<file path="config.mk">
export PLATFORM = sky130hd
export DESIGN_NAME = sorted_task_queue_flat
export DESIGN_NICKNAME = d
export VERILOG_FILES = /design/src/hw/rtl/stq_pkg.sv /design/src/hw/rtl/stq_if.sv /design/src/hw/rtl/stq_cell.sv /design/src/hw/rtl/sorted_task_queue.sv /design/src/flat_wrapper.sv
export VERILOG_INCLUDE_DIRS = /design/src /design/src/hw/rtl
export SDC_FILE = /design/constraint.sdc
export NUM_CORES = 2
export LEC_CHECK = 0
export BUFFER_PORTS_ARGS = -buffer_cell sky130_fd_sc_hd__buf_2
export CORE_ASPECT_RATIO = 1.1
export CORE_MARGIN = 2
export CORE_UTILIZATION = 50
export CTS_BUF_LIST = sky130_fd_sc_hd__clkbuf_16
export DETAILED_ROUTE_END_ITERATION = 10
export PLACE_DENSITY = 0.66
export SLEW_MARGIN = 15
export SYNTH_ARGS = -nofsm -noshare
export SYNTH_HDL_FRONTEND = slang
export SYNTH_SLANG_ARGS = --single-unit
</file>
<file path="constraint.sdc">
create_clock -name clk -period 7 [get_ports clk]
set_input_delay 0.7 -clock clk [delete_from_list [all_inputs] [get_ports clk]]
set_output_delay 0.7 -clock clk [all_outputs]
set_load 0.02 [all_outputs]
</file>
<file path="src/hw/rtl/assert_macros.svh">
// Assertion macros shared by the RTL of the sorted task queue.
`ifndef ASSERT_MACROS_SVH
`define ASSERT_MACROS_SVH

`ifndef SYNTHESIS

// Property that must hold at every clock edge out of reset.
`define STQ_ASSERT(lbl, clk, rst_n, prop) \
  lbl: assert property (@(posedge clk) disable iff (!rst_n) (prop)) \
    else $error("assertion failed");

// Antecedent implies consequent in the same cycle.
`define STQ_ASSERT_IMP(lbl, clk, rst_n, ante, cons) \
  lbl: assert property (@(posedge clk) disable iff (!rst_n) (ante) |-> (cons)) \
    else $error("assertion failed");

// Antecedent implies consequent in the next cycle.
`define STQ_ASSERT_NXT(lbl, clk, rst_n, ante, cons) \
  lbl: assert property (@(posedge clk) disable iff (!rst_n) (ante) |=> (cons)) \
    else $error("assertion failed");

`else

`define STQ_ASSERT(lbl, clk, rst_n, prop)
`define STQ_ASSERT_IMP(lbl, clk, rst_n, ante, cons)
`define STQ_ASSERT_NXT(lbl, clk, rst_n, ante, cons)

`endif

`endif

</file>
<file path="src/hw/rtl/stq_pkg.sv">
// Types, codes and helpers for the sorted task queue.
package stq_pkg;

  localparam int MAX_TASKS = 16;
  localparam int CNT_W     = $clog2(MAX_TASKS + 1);
  localparam int OP_W      = 3;
  localparam int TASK_W    = 4;
  localparam int KEY_W     = 32;
  localparam int STAT_W    = 2;

  localparam logic [OP_W-1:0] OP_INS_SORTED = 3'd0;
  localparam logic [OP_W-1:0] OP_INS_TAIL   = 3'd1;
  localparam logic [OP_W-1:0] OP_REMOVE     = 3'd2;
  localparam logic [OP_W-1:0] OP_POP        = 3'd3;
  localparam logic [OP_W-1:0] OP_PEEK       = 3'd4;

  localparam logic [STAT_W-1:0] ST_OK        = 2'd0;
  localparam logic [STAT_W-1:0] ST_EMPTY     = 2'd1;
  localparam logic [STAT_W-1:0] ST_NOT_FOUND = 2'd2;
  localparam logic [STAT_W-1:0] ST_FULL      = 2'd3;

  // one queue slot
  typedef struct packed {
    logic              valid;
    logic [TASK_W-1:0] task_num;
    logic [KEY_W-1:0]  value;
  } slot_t;

  // per-beat command broadcast to every cell
  typedef struct packed {
    logic              do_ins;
    logic              sorted;
    logic              do_rem;
    logic              wrap_mode;
    logic [TASK_W-1:0] task_num;
    logic [KEY_W-1:0]  key;
  } cell_cmd_t;

  // handed from each cell to its right neighbor
  typedef struct packed {
    logic shift;  // an insert happened further left: take left data
    logic pull;   // a removal happened at or left of here: take right data
  } chain_t;

  // true when key a orders strictly before key b
  function automatic logic key_before(input logic [KEY_W-1:0] a,
                                      input logic [KEY_W-1:0] b,
                                      input logic wrap);
    logic [KEY_W-1:0] diff;
    diff = a - b;
    return wrap ? diff[KEY_W-1] : (a < b);
  endfunction

endpackage

</file>
<file path="src/hw/rtl/stq_if.sv">
// Valid/ready channel interfaces for the sorted task queue.
interface stq_in_if;
  logic                        valid;
  logic                        ready;
  logic [stq_pkg::OP_W-1:0]    opcode;
  logic [stq_pkg::TASK_W-1:0]  task_number;
  logic [stq_pkg::KEY_W-1:0]   sort_value;

  modport source (output valid, opcode, task_number, sort_value, input ready);
  modport sink   (input valid, opcode, task_number, sort_value, output ready);
endinterface

interface stq_out_if;
  logic                        valid;
  logic                        ready;
  logic [stq_pkg::STAT_W-1:0]  status;
  logic [stq_pkg::TASK_W-1:0]  head_task;
  logic [stq_pkg::KEY_W-1:0]   head_value;
  logic [stq_pkg::CNT_W-1:0]   entry_count;

  modport source (output valid, status, head_task, head_value, entry_count, input ready);
  modport sink   (input valid, status, head_task, head_value, entry_count, output ready);
endinterface

</file>
<file path="src/hw/rtl/stq_cell.sv">
// One slot of the queue: compare, insert, and shift left or right.
module stq_cell (
  input  logic               clk,
  input  logic               rst_n,
  input  stq_pkg::cell_cmd_t cmd,
  input  stq_pkg::chain_t    chain_in,
  output stq_pkg::chain_t    chain_out,
  input  stq_pkg::slot_t     left_slot,
  input  stq_pkg::slot_t     right_slot,
  output stq_pkg::slot_t     slot_o
);

  logic                       valid_r, valid_nxt;
  logic [stq_pkg::TASK_W-1:0] task_r, task_nxt;
  logic [stq_pkg::KEY_W-1:0]  value_r, value_nxt;
  logic                       hit, ins_here, rem_here, load;

  always_comb begin
    hit      = cmd.do_ins & cmd.sorted & valid_r &
               stq_pkg::key_before(cmd.key, value_r, cmd.wrap_mode);
    // first slot whose key orders after the new one, else first empty slot
    ins_here = cmd.do_ins & ~chain_in.shift & (hit | ~valid_r);
    rem_here = cmd.do_rem & ~chain_in.pull & valid_r & (task_r == cmd.task_num);
    chain_out.shift = chain_in.shift | ins_here;
    chain_out.pull  = chain_in.pull | rem_here;

    valid_nxt = valid_r;
    task_nxt  = task_r;
    value_nxt = value_r;
    load      = 1'b0;
    if (chain_in.shift) begin
      valid_nxt = left_slot.valid;
      task_nxt  = left_slot.task_num;
      value_nxt = left_slot.value;
      load      = 1'b1;
    end else if (ins_here) begin
      valid_nxt = 1'b1;
      task_nxt  = cmd.task_num;
      value_nxt = cmd.key;
      load      = 1'b1;
    end else if (chain_out.pull) begin
      valid_nxt = right_slot.valid;
      task_nxt  = right_slot.task_num;
      value_nxt = right_slot.value;
      load      = 1'b1;
    end
  end

  always_ff @(posedge clk) begin
    if (!rst_n) begin
      valid_r <= 1'b0;
    end else begin
      valid_r <= valid_nxt;
    end
  end

  always_ff @(posedge clk) begin
    if (load) begin
      task_r  <= task_nxt;
      value_r <= value_nxt;
    end
  end

  assign slot_o = '{valid: valid_r, task_num: task_r, value: value_r};

endmodule

</file>
<file path="src/hw/rtl/sorted_task_queue.sv">
// Top level of the sorted task queue: cell row, counter and result register.
// Usage
//   in_ch  : one beat per operation (opcode, task_number, sort_value).
//            Opcodes: sorted insert, tail insert, remove task, pop, peek.
//   out_ch : one result beat per operation, in order
//            (status, head_task, head_value, entry_count).
//   cfg_we/cfg_wdata : key_compare_mode, 0 unsigned, 1 wraparound by signed
//            difference. Write only while the queue is idle.
// Timing
//   The queue is a row of MAX_TASKS cells. Each cell compares its key with
//   the broadcast key and moves its entry left or right in the same cycle,
//   so every operation completes in the cycle it is accepted.
//   The result is registered and valid in the cycle after the beat is taken.
//   One op per cycle unless out_ch stalls; the insert chain crosses the row.
// Reset
//   Synchronous, active low: queue empty, compare mode unsigned, no result
//   pending. Entry payloads are not cleared; empty cells are never read.
// Backpressure
//   The result register is one deep. While out_ch stalls and holds a
//   result, in_ch.ready drops; the beat is taken as soon as the result goes.
`include "assert_macros.svh"

module sorted_task_queue (
  input  logic clk,
  input  logic rst_n,
  stq_in_if.sink    in_ch,
  stq_out_if.source out_ch,
  input  logic cfg_we,
  input  logic cfg_wdata
);

  localparam int N = stq_pkg::MAX_TASKS;

  // config
  logic mode_r;

  always_ff @(posedge clk) begin
    if (!rst_n) begin
      mode_r <= 1'b0;
    end else if (cfg_we) begin
      mode_r <= cfg_wdata;
    end
  end

  // handshake
  logic out_valid_r;
  logic in_acc;

  assign in_ch.ready = ~out_valid_r | out_ch.ready;
  assign in_acc      = in_ch.valid & in_ch.ready;

  // decode
  logic [stq_pkg::CNT_W-1:0] count_r, count_nxt;
  logic is_ins, is_rem, is_pop, is_peek, full, empty;
  stq_pkg::cell_cmd_t cmd;

  always_comb begin
    is_ins  = (in_ch.opcode == stq_pkg::OP_INS_SORTED) ||
              (in_ch.opcode == stq_pkg::OP_INS_TAIL);
    is_rem  = (in_ch.opcode == stq_pkg::OP_REMOVE);
    is_pop  = (in_ch.opcode == stq_pkg::OP_POP);
    is_peek = (in_ch.opcode == stq_pkg::OP_PEEK);
    full    = (count_r == stq_pkg::CNT_W'(N));
    empty   = (count_r == '0);

    cmd.do_ins    = in_acc & is_ins & ~full;
    cmd.sorted    = (in_ch.opcode == stq_pkg::OP_INS_SORTED);
    cmd.do_rem    = in_acc & is_rem;
    cmd.wrap_mode = mode_r;
    cmd.task_num  = in_ch.task_number;
    cmd.key       = in_ch.sort_value;
  end

  // cell row; chain[i] enters cell i, slots[i] leaves it
  stq_pkg::chain_t chain [N+1];
  stq_pkg::slot_t  slots [N];
  stq_pkg::slot_t  no_slot;

  assign no_slot     = '0;
  assign chain[0].shift = 1'b0;
  assign chain[0].pull  = in_acc & is_pop & ~empty;  // pop: whole row moves left

  for (genvar i = 0; i < N; i++) begin : g_cell
    stq_cell u_cell (
      .clk        (clk),
      .rst_n      (rst_n),
      .cmd        (cmd),
      .chain_in   (chain[i]),
      .chain_out  (chain[i+1]),
      .left_slot  ((i == 0) ? no_slot : slots[(i == 0) ? 0 : i-1]),
      .right_slot ((i == N-1) ? no_slot : slots[(i == N-1) ? i : i+1]),
      .slot_o     (slots[i])
    );
  end

  logic rem_found;
  assign rem_found = chain[N].pull;

  // count and result
  logic [stq_pkg::STAT_W-1:0] status_nxt, status_r;
  logic [stq_pkg::TASK_W-1:0] head_task_nxt, head_task_r;
  logic [stq_pkg::KEY_W-1:0]  head_value_nxt, head_value_r;

  always_comb begin
    count_nxt      = count_r;
    status_nxt     = stq_pkg::ST_OK;
    head_task_nxt  = '0;
    head_value_nxt = '0;
    if (is_ins) begin
      if (full) begin
        status_nxt = stq_pkg::ST_FULL;
      end else begin
        count_nxt = count_r + 1'b1;
      end
    end else if (is_rem) begin
      if (rem_found) begin
        count_nxt = count_r - 1'b1;
      end else begin
        status_nxt = stq_pkg::ST_NOT_FOUND;
      end
    end else if (is_pop || is_peek) begin
      if (empty) begin
        status_nxt = stq_pkg::ST_EMPTY;
      end else begin
        head_task_nxt  = slots[0].task_num;
        head_value_nxt = slots[0].value;
        if (is_pop) begin
          count_nxt = count_r - 1'b1;
        end
      end
    end
  end

  always_ff @(posedge clk) begin
    if (!rst_n) begin
      count_r     <= '0;
      out_valid_r <= 1'b0;
    end else begin
      if (in_acc) begin
        count_r     <= count_nxt;
        out_valid_r <= 1'b1;
      end else if (out_ch.ready) begin
        out_valid_r <= 1'b0;
      end
    end
  end

  logic [stq_pkg::CNT_W-1:0] out_count_r;

  always_ff @(posedge clk) begin
    if (in_acc) begin
      status_r     <= status_nxt;
      head_task_r  <= head_task_nxt;
      head_value_r <= head_value_nxt;
      out_count_r  <= count_nxt;
    end
  end

  assign out_ch.valid       = out_valid_r;
  assign out_ch.status      = status_r;
  assign out_ch.head_task   = head_task_r;
  assign out_ch.head_value  = head_value_r;
  assign out_ch.entry_count = out_count_r;

  // checks
  logic [N-1:0] valid_vec;
  for (genvar i = 0; i < N; i++) begin : g_vld
    assign valid_vec[i] = slots[i].valid;
  end

  `STQ_ASSERT(a_count_max, clk, rst_n, count_r <= stq_pkg::CNT_W'(N))
  `STQ_ASSERT(a_valid_matches_count, clk, rst_n,
    $countones(valid_vec) == 32'(count_r))
  `STQ_ASSERT_IMP(a_valid_prefix, clk, rst_n, count_r != '0, slots[0].valid)
  `STQ_ASSERT_NXT(a_pop_decrements, clk, rst_n,
    in_acc && is_pop && !empty, count_r == $past(count_r) - 1'b1)
  `STQ_ASSERT_NXT(a_result_follows, clk, rst_n, in_acc, out_valid_r)

endmodule

</file>
<file path="src/flat_wrapper.sv">
// flat-port wrapper written by rule: the top's interface ports become plain ports
module sorted_task_queue_flat 
  (clk, rst_n, cfg_we, cfg_wdata, in_ch_valid, in_ch_opcode, in_ch_task_number, in_ch_sort_value, in_ch_ready, out_ch_valid, out_ch_status, out_ch_head_task, out_ch_head_value, out_ch_entry_count, out_ch_ready);
  stq_in_if in_ch_i ();
  stq_out_if out_ch_i ();
  input  logic clk;
  input  logic rst_n;
  input  logic cfg_we;
  input  logic cfg_wdata;
  input wire logic [$bits(in_ch_i.valid)-1:0] in_ch_valid;
  input wire logic [$bits(in_ch_i.opcode)-1:0] in_ch_opcode;
  input wire logic [$bits(in_ch_i.task_number)-1:0] in_ch_task_number;
  input wire logic [$bits(in_ch_i.sort_value)-1:0] in_ch_sort_value;
  output wire logic [$bits(in_ch_i.ready)-1:0] in_ch_ready;
  output wire logic [$bits(out_ch_i.valid)-1:0] out_ch_valid;
  output wire logic [$bits(out_ch_i.status)-1:0] out_ch_status;
  output wire logic [$bits(out_ch_i.head_task)-1:0] out_ch_head_task;
  output wire logic [$bits(out_ch_i.head_value)-1:0] out_ch_head_value;
  output wire logic [$bits(out_ch_i.entry_count)-1:0] out_ch_entry_count;
  input wire logic [$bits(out_ch_i.ready)-1:0] out_ch_ready;
  assign in_ch_i.valid = in_ch_valid;
  assign in_ch_i.opcode = in_ch_opcode;
  assign in_ch_i.task_number = in_ch_task_number;
  assign in_ch_i.sort_value = in_ch_sort_value;
  assign in_ch_ready = in_ch_i.ready;
  assign out_ch_valid = out_ch_i.valid;
  assign out_ch_status = out_ch_i.status;
  assign out_ch_head_task = out_ch_i.head_task;
  assign out_ch_head_value = out_ch_i.head_value;
  assign out_ch_entry_count = out_ch_i.entry_count;
  assign out_ch_i.ready = out_ch_ready;
  sorted_task_queue u_core (.clk(clk), .rst_n(rst_n), .in_ch(in_ch_i), .out_ch(out_ch_i), .cfg_we(cfg_we), .cfg_wdata(cfg_wdata));
endmodule
</file>
* Word level (Yosys, flattened, before mapping)
Cells that the tools add are included.
** Storage, ports and cells
- Output and inout bits :: 45
- Bits of input ports :: 45
- Bits in registers :: 642
** Operators by class
- Eq/ne operators :: 21
- $add $sub $neg :: 18
- Reduce and logical (&&, ||, !) cells :: 38
- $lt $le $gt $ge :: 16
- Muxes and demuxes :: 219
- Bitwise gates (word level) :: 216
** Operators by type and width (count)
- 32-bit two-way mux :: 47
- 32-bit less-than comparator :: 16
- 32-bit subtractor :: 16
- 4-bit two-way mux :: 47
- 1-bit AND :: 118
- 1-bit two-way mux :: 113
- 4-bit equality test :: 16
- 1-bit inverter :: 51
- 1-bit bitwise OR :: 47
- 3-bit nonzero test :: 15
- 5-bit two-way mux :: 7
- 2-bit AND reduction :: 16
- 2-bit two-way mux :: 5
- 3-bit by 2-bit equality test with 1-bit output (second input constant) :: 2
- 5-bit by 1-bit adder with 5-bit output (second input constant) :: 1
- 5-bit equality test (second input constant) :: 1
- 5-bit logical NOT :: 1
- 5-bit by 1-bit subtractor with 5-bit output (second input constant) :: 1
- 2-bit nonzero test :: 2
- 4-bit OR reduction :: 1
- 3-bit by 1-bit equality test with 1-bit output (second input constant) :: 1
- 3-bit equality test (second input constant) :: 1
- 3-bit logical NOT :: 1
- 1-bit logical OR :: 2

* Depth between registers and ports, before layout
- Depth after elaboration :: 89
- Depth in mapped cells :: 18
- Mapped depth without buffers :: 13

* Cells and area by module
From an unflattened synthesis, not the netlist that was laid out.
** Unflattened totals
- Cells, all modules :: 4852
- Area total of the unflattened synthesis :: 49273.5 µm²
** Modules (own cells, without submodules)
- stq_cell (u_core.g_cell[0].u_cell ...) :: seq. area each 1101.1 µm², cells each 302, instances 10, area an instance 2945.3 µm²
- stq_cell (u_core.g_cell[5].u_cell ...) :: seq. area each 1101.1 µm², cells each 275, instances 5, area an instance 2910.3 µm²
- stq_cell (u_core.g_cell[11].u_cell) :: seq. area each 1101.1 µm², cells each 267, instances 1, area an instance 2940.3 µm²
- sorted_task_queue :: seq. area each 1431.4 µm², cells each 190, instances 1, area an instance 2328.5 µm²

* Worst setup path after synthesis
OpenSTA, ideal clock, no wires.
- Path kind :: input-to-reg
- From :: in in_ch_sort_value[2]
- To :: reg u_core.g_cell[0].u_cell.task_r[0] (netlist name) (enable)
- Stages on the path :: 9
- Path buffers :: 0
- Arrival time :: 4.917 ns
- Library setup time :: 0.479 ns
- Data required time :: 6.521 ns
- Setup slack :: 1.604 ns
- Path through :: ha_1 -> a21o_1 -> a31oi_1 -> o21ai_0 -> a311o_1 -> a211oi_1 -> xor2_1 -> o21ba_2 -> o21ai_0
** Between the ends
- Cells in the longest elaborated chain, start to end :: 7
** Ends and longest elaborated chain
- start: declaration :: line flat_wrapper.sv:13 : input wire logic [$bits(in_ch_i.sort_value)-1:0] in_ch_sort_value;
- 32-bit subtractor / 32-bit less-than comparator (equally long branches) :: line stq_pkg.sv:50, stq_pkg.sv:51
- 1-bit two-way mux (*) :: line stq_pkg.sv:51 : return wrap ? diff[KEY_W-1] : (a < b);
- 1-bit AND (*) :: line stq_cell.sv:19 : hit = cmd.do_ins & cmd.sorted & valid_r &
- 1-bit bitwise OR (*) :: line stq_cell.sv:22 : ins_here = cmd.do_ins & ~chain_in.shift & (hit | ~valid_r);
- 1-bit AND (*) :: line stq_cell.sv:22
- 1-bit two-way mux (*) :: line stq_cell.sv:36 : end else if (ins_here) begin
- net u_core.g_cell[0].u_cell.load :: line stq_cell.sv:16 : logic hit, ins_here, rem_here, load;
- 2-bit AND reduction (no line) (*)
- end signal: assignment :: line stq_cell.sv:59 : task_r <= task_nxt;
- end: declaration :: line stq_cell.sv:14 : logic [stq_pkg::TASK_W-1:0] task_r, task_nxt;
Mark *: on every way through the listed nets, which the timed path passes. The rest lies on a longest branch.
A chain may end at the register's enable or synchronous reset.

* Final worst setup path
- From :: reg u_core.count_r[0] (netlist name)
- To :: reg u_core.g_cell[12].u_cell.value_r[3] (netlist name) (enable)
** Between the ends
- Cells in the longest elaborated chain, start to end :: 72
** Ends and longest elaborated chain
- start: declaration :: line sorted_task_queue.sv:53 : logic [stq_pkg::CNT_W-1:0] count_r, count_nxt;
- start signal: assignment :: line sorted_task_queue.sv:140 : count_r <= count_nxt;
- 5-bit logical NOT :: line sorted_task_queue.sv:64 : empty = (count_r == '0);
- 1-bit inverter :: line sorted_task_queue.sv:81 : assign chain[0].pull = in_acc & is_pop & ~empty;
- 1-bit AND :: line sorted_task_queue.sv:81
- 1-bit inverter :: line stq_cell.sv:23 : rem_here = cmd.do_rem & ~chain_in.pull & valid_r & (task_r == cmd.task_num);
- 1-bit AND (3 in a row) :: line stq_cell.sv:23
- 1-bit bitwise OR :: line stq_cell.sv:25 : chain_out.pull = chain_in.pull | rem_here;
- 1-bit inverter :: line stq_cell.sv:23
- 1-bit AND (3 in a row) :: line stq_cell.sv:23
- [51 not listed]
- 1-bit inverter :: line stq_cell.sv:23
- 1-bit AND (3 in a row) :: line stq_cell.sv:23
- 1-bit bitwise OR :: line stq_cell.sv:25
- 1-bit two-way mux :: line stq_cell.sv:41 : end else if (chain_out.pull) begin
- 1-bit two-way mux :: line stq_cell.sv:36
- 1-bit two-way mux (*) :: line stq_cell.sv:31 : if (chain_in.shift) begin
- net u_core.g_cell[12].u_cell.load :: line stq_cell.sv:16
- 2-bit AND reduction (no line) (*)
- end signal: assignment :: line stq_cell.sv:60 : value_r <= value_nxt;
- end: declaration :: line stq_cell.sv:15 : logic [stq_pkg::KEY_W-1:0] value_r, value_nxt;
Marked as above.

==> reports/metrics.cfg <==
[outcome]
status = completed

[setup_path]
timing.rr.end = u_core.g_cell[12].u_cell.value_r[3]
required_ns = 7.27
critPathLaunchType = flip-flop
critPathKind = flip-flop to flip-flop
path_cells = inv_1 -> ha_1 -> nand4bb_1 -> nand4_1 -> buf_4 -> nor2_2 -> nand2_1 -> a2111oi_0 -> a211oi_1 -> o211ai_1 -> or2_0 -> a22oi_4 -> buf_4 -> and3_1 -> inv_1 -> buf_4
cp-end-kind = flip-flop
crit_path_max_fanout = 36
slowest_delay_ns = 0.75
crit_top_cell = buf_4
worstPathArrival_ns = 5.93
r2r_start = u_core.count_r[0]
reg2reg_slack_ns = 1.34
worstRegToRegCells = 16
slowest_stage = nor2_2

[pwr]
p_sw_w = 0.003290
total_power_w = 0.01086
seq_power_share = 0.447
switching_share = 0.3029
ir_drop_mv = 0.1551
intPower_w = 0.007572
powerDensity_nw_per_um2 = 211.2
p_clk_frac = 0.352
pwr-share-comb = 0.201
p_leak_nw = 22.75

[sta]
layout_setup_ws_ns = 1.338
holdWs_ns = 0.3250
fin_skew_ns = 0.02038
max_slew_margin = 0.2482
max_freq_mhz = 176.6
setup-violations-final = 0
hold_violations = 0
finalCritPeriodShare = 0.8089
tns_ns = 0
slew_viol_final = 0
tightestPinTransition_ns = 1.128
layout_min_cycle_time_ns = 5.662
rsz0062_at_grt = no

[placed_design]
gp_congestion = 0.9467
place_area_um2 = 49150
pre_cts_ws_ns = 1.025
portBuffers = 89
dp_hpwl_um = 112500

[detailed_routing]
routed_via_density = 6.195
antenna_left = 0
dr.pass1.iters = 6
drcViolationCount = 0
via_count = 39121
drt-initial-drc-count = 4231
wl_per_cell_um = 23.69
wirelength_um = 149600

[clock_network]
cts.sinks = 642
cts_tree = yes
cts_resized = 0
cts_buffers = 72
clock_path_buffers = 3
cts_hold_buf = 0
cts_root_buffer = clkbuf_16
clk_latency_ns = 0.64
cts.clk_slew.worst_paths_ns = 0.06
h-tree-depth = 3
postCtsSetupRepairBufs = 0

[global_route]
grt_overflow = 0
grt_pass1_wl_um = 227700
grt_util_all_layers = 0.3010
antenna_found_initial = 6
grt_pass1_vias = 37812
grt_max_degree = 141

[min_path]
hp-start = cfg_wdata
worstHoldEndpoint = u_core.mode_r
hold_path_class = input pin to flip-flop
hold_depth = 3

[die]
fp.dieH_um = 326.6
fp.dieW_um = 297.2
core_area_um2 = 93900
io_pins = 90
dieArea_um2 = 97060
initial_core_util = 0.5036
fp-row-count = 118

[synthesis]
synthCells = 4997
yosys_warnings = 0
syn_area_um2 = 47290
synth_nets = 5541
synth_area_leader_cell = edfxtp_1
synth.area.top_cells = edfxtp_1 (39%), ha_1 (13%), mux2i_1 (10%)
synth.distinct_cells = 85
synthDominantCellAreaShare = 0.3930
ys_seq_area_frac = 0.4028
synth_area_per_cell_um2 = 9.464
ys.flop_type = edfxtp_1
synth_edf_count = 619
synth-seq-cells = 642
async_flop_share = 0

[cells_and_area]
drive_above_1_share = 0.07222
multiInputGateArea_um2 = 25170
regArea_um2 = 19050
fill_cells = 8479
syn_to_final_growth_pct = 8.763
final_cell_area_um2 = 51440
final_net_count = 5543

[run]
drv_cap = 0

[power by group through the flow]
stage | Clock (W) | Combinational, W | Sequential [W]
CTS | 0.00387 | 0.00215 | 0.00485
detailed placement | 0 | 0.00213 | 0.00493
finish | 0.00382 | 0.00218 | 0.00486
global placement | 0 | 0.00208 | 0.00493
global route | 0.00399 | 0.00241 | 0.00488
floorplan | 0 | 0.00146 | 0.00484
[kinds of logic after synthesis]
kind of cell	synth area share
DFF	0.4028
buffers and inverters	0.06921
muxes	0.1046
AOI/OAI and AO/OA	0.1744
adders and majority gates	0.1320
xor gates and xnor gates	0.01333
and+or+nand+nor	0.1037
[area by class of cell]
| type | count | share of cell area |
|---|---|---|
| multi-input combinational | 3541 | 0.4893 |
| clock inverter | 54 | 0.007979 |
| tap | 1260 | 0.03065 |
| timing repair buffer | 198 | 0.02554 |
| inverter | 544 | 0.03970 |
| sequential | 642 | 0.3703 |
| clock buffer | 75 | 0.03649 |
| antenna | 1 | 0.00004865 |
[state kept, by name, summed over array words and instances, names as in the netlist]
signal and flops:
u_core.g_cell.u_cell.value_r 512, u_core.g_cell.u_cell.valid_r 16, u_core.out_ch.entry_count 5, u_core.out_ch.status 2, u_core.out_ch.head_value 32, u_core.out_ch.valid 1
u_core.mode_r 1, u_core.out_ch.head_task 4, u_core.g_cell.u_cell.task_r 64, u_core.count_r 5
[worst max-delay path, delay by kind of cell (launching register included)]
family | cells | cell delay, ns
AO/OA/AOI/OAI | 4 | 1.05
AND/OR/NAND/NOR | 6 | 2.13
flip-flops | 1 | 0.44
adder cells (fa/ha/maj) | 1 | 0.25
buffers and inverters | 5 | 1.34
[how the worst max path moves through the flow]
stage                     slack (ns)  cells after the start                                    to                                from
after global routing            1.18                     16  u_core.g_cell[12].u_cell.value_r[15]                   u_core.count_r[0]
after detailed placement        1.03                     16  u_core.g_cell[12].u_cell.value_r[15]                in_ch_sort_value[24]
after CTS                       1.45                     12   u_core.g_cell[6].u_cell.value_r[26]  u_core.g_cell[0].u_cell.value_r[2]
final                           1.34                     16   u_core.g_cell[12].u_cell.value_r[3]                   u_core.count_r[0]
after floorplan                 1.60                      9     u_core.g_cell[0].u_cell.task_r[0]                 in_ch_sort_value[2]
after global placement          1.16                     16  u_core.g_cell[12].u_cell.value_r[14]                in_ch_sort_value[24]
[cells in the mapped netlist, types with 9 or more instances]
| library cell | number |
|---|---|
| o21a_1 | 30 |
| o221ai_1 | 17 |
| clkbuf_1 | 142 |
| inv_1 | 544 |
| xnor2_1 | 29 |
| a21oi_1 | 697 |
| nand4_1 | 68 |
| nor2_1 | 323 |
| nor4_1 | 22 |
| buf_1 | 11 |
| o211ai_1 | 23 |
| a211oi_1 | 45 |
| a211o_1 | 15 |
| mux2_2 | 9 |
| and2_1 | 18 |
| nor3_1 | 66 |
| a2111oi_0 | 13 |
| nand2b_1 | 22 |
| a21o_1 | 84 |
| and4_1 | 14 |
| a32oi_1 | 15 |
| a21boi_0 | 9 |
| o31ai_1 | 10 |
| and3_1 | 25 |
| edfxtp_1 | 619 |
| mux2i_1 | 484 |
| buf_4 | 15 |
| buf_2 | 95 |
| nand3_1 | 92 |
| nand2_1 | 370 |
| ha_1 | 499 |
| o2111ai_1 | 10 |
| o21ai_0 | 299 |
| a31oi_1 | 32 |
| nor2b_1 | 18 |
| dfxtp_1 | 23 |
| xor2_1 | 43 |
[layout by cell type, fill, tap and decap left out, types with 64 or more instances in the layout]
cell type | netlist | routed
edfxtp_1 | 619 | 619
nand2_1 | 370 | 366
ha_1 | 499 | 499
nand4_1 | 68 | 68
buf_2 | 95 | 89
nand3_1 | 92 | 90
nor3_1 | 66 | 64
o21ai_0 | 299 | 298
buf_4 | 15 | 105
a21oi_1 | 697 | 694
clkbuf_16 | 0 | 75
a21o_1 | 84 | 84
nor2_1 | 323 | 320
inv_1 | 544 | 556
mux2i_1 | 484 | 484
[metrics by stage]
stage                     utilization  std cells
after floorplan                     -       4997
after global placement         0.5234       6185
after detailed placement       0.5234       6185
after CTS                      0.5477       6314
after global routing           0.5477       6314
final                          0.5478       6315
[layer usage]
layer  part of all wire  vias to the layer above  global-route usage
li1                   -                    18234                   -
met5            0.00025                        -                   0
met3              0.080                      257             0.04562
met4              0.035                        6              0.1042
met2               0.45                     1637              0.4802
met1               0.43                    18987              0.4181
No activity file was read; power rests on OpenSTA's default activity.
